**config.mk**
```make
export PLATFORM = sky130hd
export DESIGN_NAME = camera_intervalometer_sequencer
export DESIGN_NICKNAME = d
export VERILOG_FILES = /design/src/rtl/cis_pkg.sv /design/src/rtl/camera_intervalometer_sequencer.sv /design/src/rtl/cis_cfg.sv /design/src/rtl/cis_step.sv
export SDC_FILE = /design/constraint.sdc
export NUM_CORES = 1
export LEC_CHECK = 0
export ABC_CLOCK_PERIOD_IN_PS = 6400
export BUFFER_PORTS_ARGS = -buffer_cell sky130_fd_sc_hd__clkbuf_2
export CAP_MARGIN = 5
export CORE_AREA = 2 2 136 138
export DETAILED_ROUTE_END_ITERATION = 6
export DIE_AREA = 0 0 138 140
export PLACE_DENSITY_LB_ADDON = 0.1
export SETUP_SLACK_MARGIN = 0.02
export SLEW_MARGIN = 25
export SYNTH_ARGS = -nofsm -noshare
export SYNTH_HDL_FRONTEND = slang
export SYNTH_SLANG_ARGS = --single-unit
```
**constraint.sdc**
```tcl
create_clock -name clk_i -period 6.4 [get_ports clk_i]
set_input_delay 1.28 -clock clk_i [delete_from_list [all_inputs] [get_ports clk_i]]
set_output_delay 1.28 -clock clk_i [all_outputs]
set_load 0.02 [all_outputs]
```
**src/rtl/cis_pkg.sv**
```systemverilog
// Shared types and constants for the camera intervalometer sequencer.
// No dependencies; imported by every module of the block.
`default_nettype none

package cis_pkg;

  // Run phases
  typedef enum logic [2:0] {
    PH_IDLE    = 3'd0,
    PH_ARMED   = 3'd1,
    PH_FOCUS   = 3'd2,
    PH_SHUTTER = 3'd3,
    PH_HOLD    = 3'd4
  } phase_e;

  // Pin drive codes
  typedef enum logic [1:0] {
    PIN_REL  = 2'd0,
    PIN_HIGH = 2'd1,
    PIN_LOW  = 2'd2
  } pin_e;

  // Control state carried between the state registers and the step logic
  typedef struct packed {
    phase_e phase;
    pin_e   focus;
    pin_e   shutter;
  } ctrl_t;

  // Item function codes
  localparam logic FUNC_TICK  = 1'b0;
  localparam logic FUNC_COUNT = 1'b1;

  // Configuration register indexes
  localparam int unsigned CFG_IDX_BITS = 2;
  localparam logic [CFG_IDX_BITS-1:0] REG_FOCUS_DELAY = 2'd0;
  localparam logic [CFG_IDX_BITS-1:0] REG_SHUTTER_HOLD = 2'd1;
  localparam logic [CFG_IDX_BITS-1:0] REG_INTERVAL = 2'd2;

  // Settle time after both pins go high, in ms
  localparam int unsigned SETTLE_MS = 20;

endpackage

`default_nettype wire

```
**src/rtl/camera_intervalometer_sequencer.sv**
```systemverilog
// Camera intervalometer sequencer, top level.
// Depends on cis_pkg, cis_cfg and cis_step.
//
// Usage: each input beat on the in channel (in_valid_i / in_stall_o) is either
// a one-millisecond tick (func_i = 0) or a frame-count write (func_i = 1).
// Each input beat produces exactly one output beat on the out channel
// (out_valid_o / out_stall_i) carrying the pin drive codes, the remaining
// frame count, the frame-done pulse and the current phase.
// The input register loads at the accept edge, the result register when the beat
// advances; a stalled receiver can hold the beat in the input register.
// Throughput: one beat per cycle while the receiver does not stall, set by the
// combinational countdown and phase update between the two registers.
// When the receiver stalls, the result register holds its beat and the
// input register absorbs one more beat; in_stall_o rises only when both
// are full and the output is stalled.
// Configuration writes (cfg_we_i, cfg_idx_i, cfg_wdata_i) take effect at the
// next clock edge; write them only while no beat is in flight.
// Reset clears the control registers (payload registers are not reset):
// configuration zero, phase idle, pins released, frame count zero, both channels empty.
`default_nettype none

module camera_intervalometer_sequencer
  import cis_pkg::*;
#(
  parameter int unsigned TIME_BITS  = 24,
  parameter int unsigned FRAME_BITS = 16
) (
  input  wire logic                    clk_i,
  input  wire logic                    rst_ni,
  input  wire logic                    cfg_we_i,
  input  wire logic [CFG_IDX_BITS-1:0] cfg_idx_i,
  input  wire logic [TIME_BITS-1:0]    cfg_wdata_i,
  input  wire logic                    in_valid_i,
  output logic                         in_stall_o,
  input  wire logic                    func_i,
  input  wire logic [FRAME_BITS-1:0]   frame_count_i,
  output logic                         out_valid_o,
  input  wire logic                    out_stall_i,
  output logic      [1:0]              focus_line_o,
  output logic      [1:0]              shutter_line_o,
  output logic      [FRAME_BITS-1:0]   frames_left_o,
  output logic                         frame_notify_o,
  output logic      [2:0]              phase_o
);

  logic [TIME_BITS-1:0] focus_delay, shutter_hold, interval;

  cis_cfg #(
    .TIME_BITS (TIME_BITS)
  ) u_cfg (
    .clk_i          (clk_i),
    .rst_ni         (rst_ni),
    .cfg_we_i       (cfg_we_i),
    .cfg_idx_i      (cfg_idx_i),
    .cfg_wdata_i    (cfg_wdata_i),
    .focus_delay_o  (focus_delay),
    .shutter_hold_o (shutter_hold),
    .interval_o     (interval)
  );

  // Input register
  logic                  in_valid_q;
  logic                  func_q;
  logic [FRAME_BITS-1:0] count_q;

  // Block state
  ctrl_t                 ctrl_q, ctrl_d;
  logic [TIME_BITS-1:0]  wait_q, wait_d;
  logic [FRAME_BITS-1:0] frames_q, frames_d;
  logic                  notify_d;

  // Result register
  logic                  out_valid_q;
  ctrl_t                 res_ctrl_q;
  logic [FRAME_BITS-1:0] res_frames_q;
  logic                  res_notify_q;

  logic out_ready, advance, in_take;

  assign out_ready  = !out_valid_q || !out_stall_i;
  assign advance    = in_valid_q && out_ready;
  assign in_stall_o = in_valid_q && !out_ready;
  assign in_take    = in_valid_i && !in_stall_o;

  cis_step #(
    .TIME_BITS  (TIME_BITS),
    .FRAME_BITS (FRAME_BITS)
  ) u_step (
    .func_i         (func_q),
    .frame_count_i  (count_q),
    .focus_delay_i  (focus_delay),
    .shutter_hold_i (shutter_hold),
    .interval_i     (interval),
    .ctrl_i         (ctrl_q),
    .wait_i         (wait_q),
    .frames_i       (frames_q),
    .ctrl_o         (ctrl_d),
    .wait_o         (wait_d),
    .frames_o       (frames_d),
    .notify_o       (notify_d)
  );

  always_ff @(posedge clk_i or negedge rst_ni) begin
    if (!rst_ni) begin
      in_valid_q  <= 1'b0;
      out_valid_q <= 1'b0;
      ctrl_q      <= '{phase: PH_IDLE, focus: PIN_REL, shutter: PIN_REL};
      wait_q      <= '0;
      frames_q    <= '0;
    end else begin
      if (in_take) begin
        in_valid_q <= 1'b1;
      end else if (advance) begin
        in_valid_q <= 1'b0;
      end

      if (advance) begin
        out_valid_q <= 1'b1;
        ctrl_q      <= ctrl_d;
        wait_q      <= wait_d;
        frames_q    <= frames_d;
      end else if (!out_stall_i) begin
        out_valid_q <= 1'b0;
      end
    end
  end

  // Payload registers: no reset needed
  always_ff @(posedge clk_i) begin
    if (in_take) begin
      func_q  <= func_i;
      count_q <= frame_count_i;
    end
    if (advance) begin
      res_ctrl_q   <= ctrl_d;
      res_frames_q <= frames_d;
      res_notify_q <= notify_d;
    end
  end

  assign out_valid_o    = out_valid_q;
  assign focus_line_o   = res_ctrl_q.focus;
  assign shutter_line_o = res_ctrl_q.shutter;
  assign frames_left_o  = res_frames_q;
  assign frame_notify_o = res_notify_q;
  assign phase_o        = res_ctrl_q.phase;

endmodule

`default_nettype wire

```
**src/rtl/cis_cfg.sv**
```systemverilog
// Configuration register file: focus delay, shutter hold and interval.
// Depends on cis_pkg for the register indexes.
`default_nettype none

module cis_cfg
  import cis_pkg::*;
#(
  parameter int unsigned TIME_BITS = 24
) (
  input  wire logic                    clk_i,
  input  wire logic                    rst_ni,
  input  wire logic                    cfg_we_i,
  input  wire logic [CFG_IDX_BITS-1:0] cfg_idx_i,
  input  wire logic [TIME_BITS-1:0]    cfg_wdata_i,
  output logic      [TIME_BITS-1:0]    focus_delay_o,
  output logic      [TIME_BITS-1:0]    shutter_hold_o,
  output logic      [TIME_BITS-1:0]    interval_o
);

  logic [TIME_BITS-1:0] focus_delay_q, shutter_hold_q, interval_q;

  always_ff @(posedge clk_i or negedge rst_ni) begin
    if (!rst_ni) begin
      focus_delay_q  <= '0;
      shutter_hold_q <= '0;
      interval_q     <= '0;
    end else if (cfg_we_i) begin
      unique case (cfg_idx_i)
        REG_FOCUS_DELAY:  focus_delay_q  <= cfg_wdata_i;
        REG_SHUTTER_HOLD: shutter_hold_q <= cfg_wdata_i;
        REG_INTERVAL:     interval_q     <= cfg_wdata_i;
        default: ;  // drop writes beyond the register list
      endcase
    end
  end

  assign focus_delay_o  = focus_delay_q;
  assign shutter_hold_o = shutter_hold_q;
  assign interval_o     = interval_q;

endmodule

`default_nettype wire

```
**src/rtl/cis_step.sv**
```systemverilog
// Next-state logic for one item: tick countdown, phase sequencing, frame count.
// Depends on cis_pkg for phase and pin codes and the control struct.
`default_nettype none

module cis_step
  import cis_pkg::*;
#(
  parameter int unsigned TIME_BITS  = 24,
  parameter int unsigned FRAME_BITS = 16
) (
  input  wire logic                  func_i,
  input  wire logic [FRAME_BITS-1:0] frame_count_i,
  input  wire logic [TIME_BITS-1:0]  focus_delay_i,
  input  wire logic [TIME_BITS-1:0]  shutter_hold_i,
  input  wire logic [TIME_BITS-1:0]  interval_i,
  input  wire ctrl_t                 ctrl_i,
  input  wire logic [TIME_BITS-1:0]  wait_i,
  input  wire logic [FRAME_BITS-1:0] frames_i,
  output ctrl_t                      ctrl_o,
  output logic      [TIME_BITS-1:0]  wait_o,
  output logic      [FRAME_BITS-1:0] frames_o,
  output logic                       notify_o
);

  logic [TIME_BITS-1:0]  wait_dec;
  logic [TIME_BITS:0]    active;
  logic [TIME_BITS+1:0]  gap;
  logic [FRAME_BITS-1:0] frames_dec;

  always_comb begin
    wait_dec   = (wait_i != '0) ? wait_i - 1'b1 : '0;
    active     = {1'b0, focus_delay_i} + {1'b0, shutter_hold_i};
    // one extra bit so the sign survives an active time near twice the interval range
    gap        = {2'b0, interval_i} - {1'b0, active};
    frames_dec = frames_i - 1'b1;

    ctrl_o   = ctrl_i;
    wait_o   = wait_i;
    frames_o = frames_i;
    notify_o = 1'b0;

    if (func_i == FUNC_COUNT) begin
      frames_o = frame_count_i;
      if (interval_i != '0 && frame_count_i != '0 && ctrl_i.phase == PH_IDLE) begin
        ctrl_o.phase = PH_ARMED;
      end
    end else begin
      unique case (ctrl_i.phase)
        PH_ARMED: begin
          ctrl_o.focus   = PIN_HIGH;
          ctrl_o.shutter = PIN_HIGH;
          wait_o         = TIME_BITS'(SETTLE_MS);
          ctrl_o.phase   = PH_FOCUS;
        end
        PH_FOCUS, PH_SHUTTER, PH_HOLD: begin
          wait_o = wait_dec;
          if (wait_dec == '0) begin
            if (ctrl_i.phase == PH_FOCUS) begin
              ctrl_o.focus = PIN_LOW;
              wait_o       = focus_delay_i;
              ctrl_o.phase = PH_SHUTTER;
            end else if (ctrl_i.phase == PH_SHUTTER) begin
              ctrl_o.shutter = PIN_LOW;
              wait_o         = shutter_hold_i;
              ctrl_o.phase   = PH_HOLD;
            end else begin
              // end of frame
              notify_o = 1'b1;
              if (frames_i == '0 || frames_dec == '0) begin
                frames_o       = '0;
                ctrl_o.focus   = PIN_REL;
                ctrl_o.shutter = PIN_REL;
                ctrl_o.phase   = PH_IDLE;
              end else begin
                frames_o       = frames_dec;
                ctrl_o.focus   = PIN_HIGH;
                ctrl_o.shutter = PIN_HIGH;
                // interval shorter than the active time: fall back to settle
                wait_o         = gap[TIME_BITS+1] ? TIME_BITS'(SETTLE_MS)
                                                  : gap[TIME_BITS-1:0];
                ctrl_o.phase   = PH_FOCUS;
              end
            end
          end
        end
        default: ;  // idle and unused codes hold
      endcase
    end
  end

endmodule

`default_nettype wire

```
==> impl_metrics.tcl <==
set metrics [dict create \
    vias 9378 \
    finalHoldViolCount 0 \
    reg2reg_depth 11 \
    holdPathEnd "ctrl_q[0]$_DFFE_PN0P_" \
    overflow 0 \
    maxCapViolCount 0 \
    cp-end-kind "flop" \
    dieWidth_microns 138 \
    synth_most_common_cell "dfrtp_1" \
    clock_latency_ns 0.44 \
    period_share_pct 68.3 \
    fin_cells 1418 \
    area_growth_pct 10.5 \
    cts_resized 0 \
    wl_met2_mm 12.6 \
    dieHeight_microns 140 \
    cts.sinks 162 \
    setup_viol 0 \
    grt_util_all_layers_pct 32.4 \
    yosysWarningCount 0 \
    status "completed" \
    design_area_sq_mm 0.0117 \
    ys_ff_latch 162 \
    regToRegSetupSlack_ns 2.03 \
    async_reset_ff_share_pct 74.7 \
    synth_edf_count 41 \
    yosysTopAreaCell "dfrtp_1" \
    synth.top_cell.area_share_pct 28.6 \
    syn_area_sq_mm 0.0106 \
    p_int_uw 2380 \
    syn_avg_cell_area_sq_um 9.38 \
    grt_max_degree 74 \
    worstReg2RegStart "wait_q[0]$_DFFE_PN0P_" \
    crit_type "reg -> reg" \
    cts_inserted_buffers 17 \
    hold_start "ctrl_q[0]$_DFFE_PN0P_" \
    drc 0 \
    holdBufCountCts 0 \
    routed_wl_mm 30.8 \
    post_cts_buffers 0 \
    period_minus_slack_ns 4.37 \
    powerDensity_mw_per_mm2 335 \
    core_sq_mm 0.0178 \
    first_global_vias 8733 \
    synth_commonest_cells "dfrtp_1 (121), nand2_1 (114), o21ai_0 (82)" \
    switching_share_pct 39.2 \
    required_ns 6.59 \
    total_power_uw 3920 \
    viasPerCell 6.61 \
    clockRootBuffer "clkbuf_16" \
    dieArea_sq_mm 0.0193 \
    pwr-share-comb_pct 39.6 \
    clockBufferDepth 2 \
    drv_slew 0 \
    clkPwrFrac_pct 26.0 \
    grt_pass1_wl_mm 49.1 \
    routedWlPerCell_microns 21.7 \
    drt_pass1_iterations 6 \
    gp_congestion 0.985 \
    placed_cell_area_sq_mm 0.0111 \
    pwr-share-seq_pct 34.4 \
    setup-tns-final_ns 0 \
    final_util_pct 65.8 \
    dp_hpwl_mm 22.7 \
    antenna_found_initial 0 \
    place_inst 1386 \
    ios 74 \
    synth_cell_types 88 \
    grt_setup_unrepaired "no" \
    syn_nets 1231 \
    cp-start-kind "flop" \
    synthCells 1129 \
    skew_ns 0.0155 \
    cts.clk_slew.worst_paths_ns 0.07 \
    relSlewSlack_pct 27.1 \
    diodes 0 \
    num_rows 49 \
    drt_iter0_drc 1113 \
    initial_core_util_pct 59.5 \
    synth_area_leaders "dfrtp_1 (29%), edfxtp_1 (12%), mux2_2 (5.6%)" \
    nets 1278 \
    drive_gt1_share_pct 16.6 \
    wl_met1_mm 14.5 \
    h-tree-depth 4 \
    rr_endpoint "frames_left_o[8]$_DFFE_PP_" \
    critPathMaxFanout 20 \
    worst_slew_pin_slew_ns 1.08 \
    dr.max_layer_used "met4" \
    io_buffers 73 \
    power.leakage_uw 0.00479 \
    fill_cells 1459 \
    worstHoldPathCells 1 \
    cts_tree "done" \
    antenna_left 0 \
    peakVddDrop_mv 0.214 \
    cp.arrival_ns 4.56 \
    p_switching_uw 1540 \
    wl_met3_mm 3.10 \
    ys.flop_type "dfrtp_1" \
    hp-class "reg -> reg" \
    fmax_mhz 229 \
    yosysSeqAreaShare_pct 40.2 \
]
## sequential cells by signal, indices dropped and copies added (netlist names)
signal / cells
u_cfg.focus_delay_o: 24
in_valid_q: 1
u_cfg.shutter_hold_o: 24
count_q: 16
wait_q: 24
focus_line_o: 2
u_cfg.interval_o: 24
frames_left_o: 16
out_valid_o: 1
shutter_line_o: 2
func_q: 1
phase_o: 3
frames_q: 16
ctrl_q: 7
frame_notify_o: 1
## area by class of cell
cell class	count	area [sq um]	share of cell area (%)
multi-input combinational	838	5840	49.9
clock inverter	15	163	1.39
sequential	162	4260	36.4
timing repair buffer	85	462	3.95
tap	229	287	2.45
clock buffer	17	425	3.64
inverter	72	270	2.31
## worst max path at each step
stage	from	endpoint	slack, ns	cells past startpoint
2_1_floorplan	frames_q[0]$_DFFE_PN0P_	frames_left_o[8]$_DFFE_PP_	2.88	13
3_3_place_gp	wait_q[0]$_DFFE_PN0P_	frames_left_o[8]$_DFFE_PP_	2.23	11
3_5_place_dp	wait_q[0]$_DFFE_PN0P_	frames_left_o[8]$_DFFE_PP_	2.13	11
4_1_cts	wait_q[0]$_DFFE_PN0P_	frames_left_o[8]$_DFFE_PP_	2.12	11
5_1_grt	wait_q[0]$_DFFE_PN0P_	frames_left_o[8]$_DFFE_PP_	1.81	11
6_report	wait_q[0]$_DFFE_PN0P_	frames_left_o[8]$_DFFE_PP_	2.03	11
## placed cells by master, fill, tap and decap left out, drive strengths merged, types with 26 or more instances in the layout
cell    count
nand2     114
o21ai      88
nor4       27
mux2       54
xnor2      26
inv        80
nor2       79
edfxtp     41
nand3      32
dfrtp     121
a21oi      65
nor3       26
ha         30
clkbuf     89
## power groups by stage
stage | clock network, uW | registers (uW) | logic (uW)
2_1_floorplan | 0 | 1300 | 1190
3_3_place_gp | 0 | 1360 | 1500
3_5_place_dp | 0 | 1360 | 1510
4_1_cts | 1020 | 1340 | 1520
5_1_grt | 1070 | 1360 | 1710
6_report | 1020 | 1350 | 1550
## cells by family (layout without fill, tap and decap cells)
logic type	Yosys count	in the layout	synth area share, %
compound gates	323	323	20.3
xor+xnor	32	32	2.65
fa+ha+maj	54	54	8.08
buf+inv	129	189	4.72
flops	162	162	40.2
mux	57	57	6.03
simple gates	372	372	18.0
## routing by layer
metal	global-route usage, %	vias to the layer above
met4	8.86	0
met5	0	-
met2	44.5	507
met1	51.2	4545
li1	-	4278
met3	7.59	48
## worst max-delay path: stages, from the launching register on
cell and delay, ns:
dfrtp_1 0.45, inv_1 0.14, ha_1 0.34, nor4b_2 0.39, nand2_1 0.29, or4_1 0.58
and2_1 0.20, nand4b_1 0.12, a21o_1 0.60, or3_1 0.47, nor3_1 0.08, or3b_2 0.44
## through the flow
stage          setup slack, ns  hold slack [ns]
6_report                  2.03            0.497
5_1_grt                   1.81            0.507
4_1_cts                   2.12            0.492
3_5_place_dp              2.13            0.474
3_3_place_gp              2.23            0.464
2_1_floorplan             2.88            0.450
(Power assumes the default switching activity.)
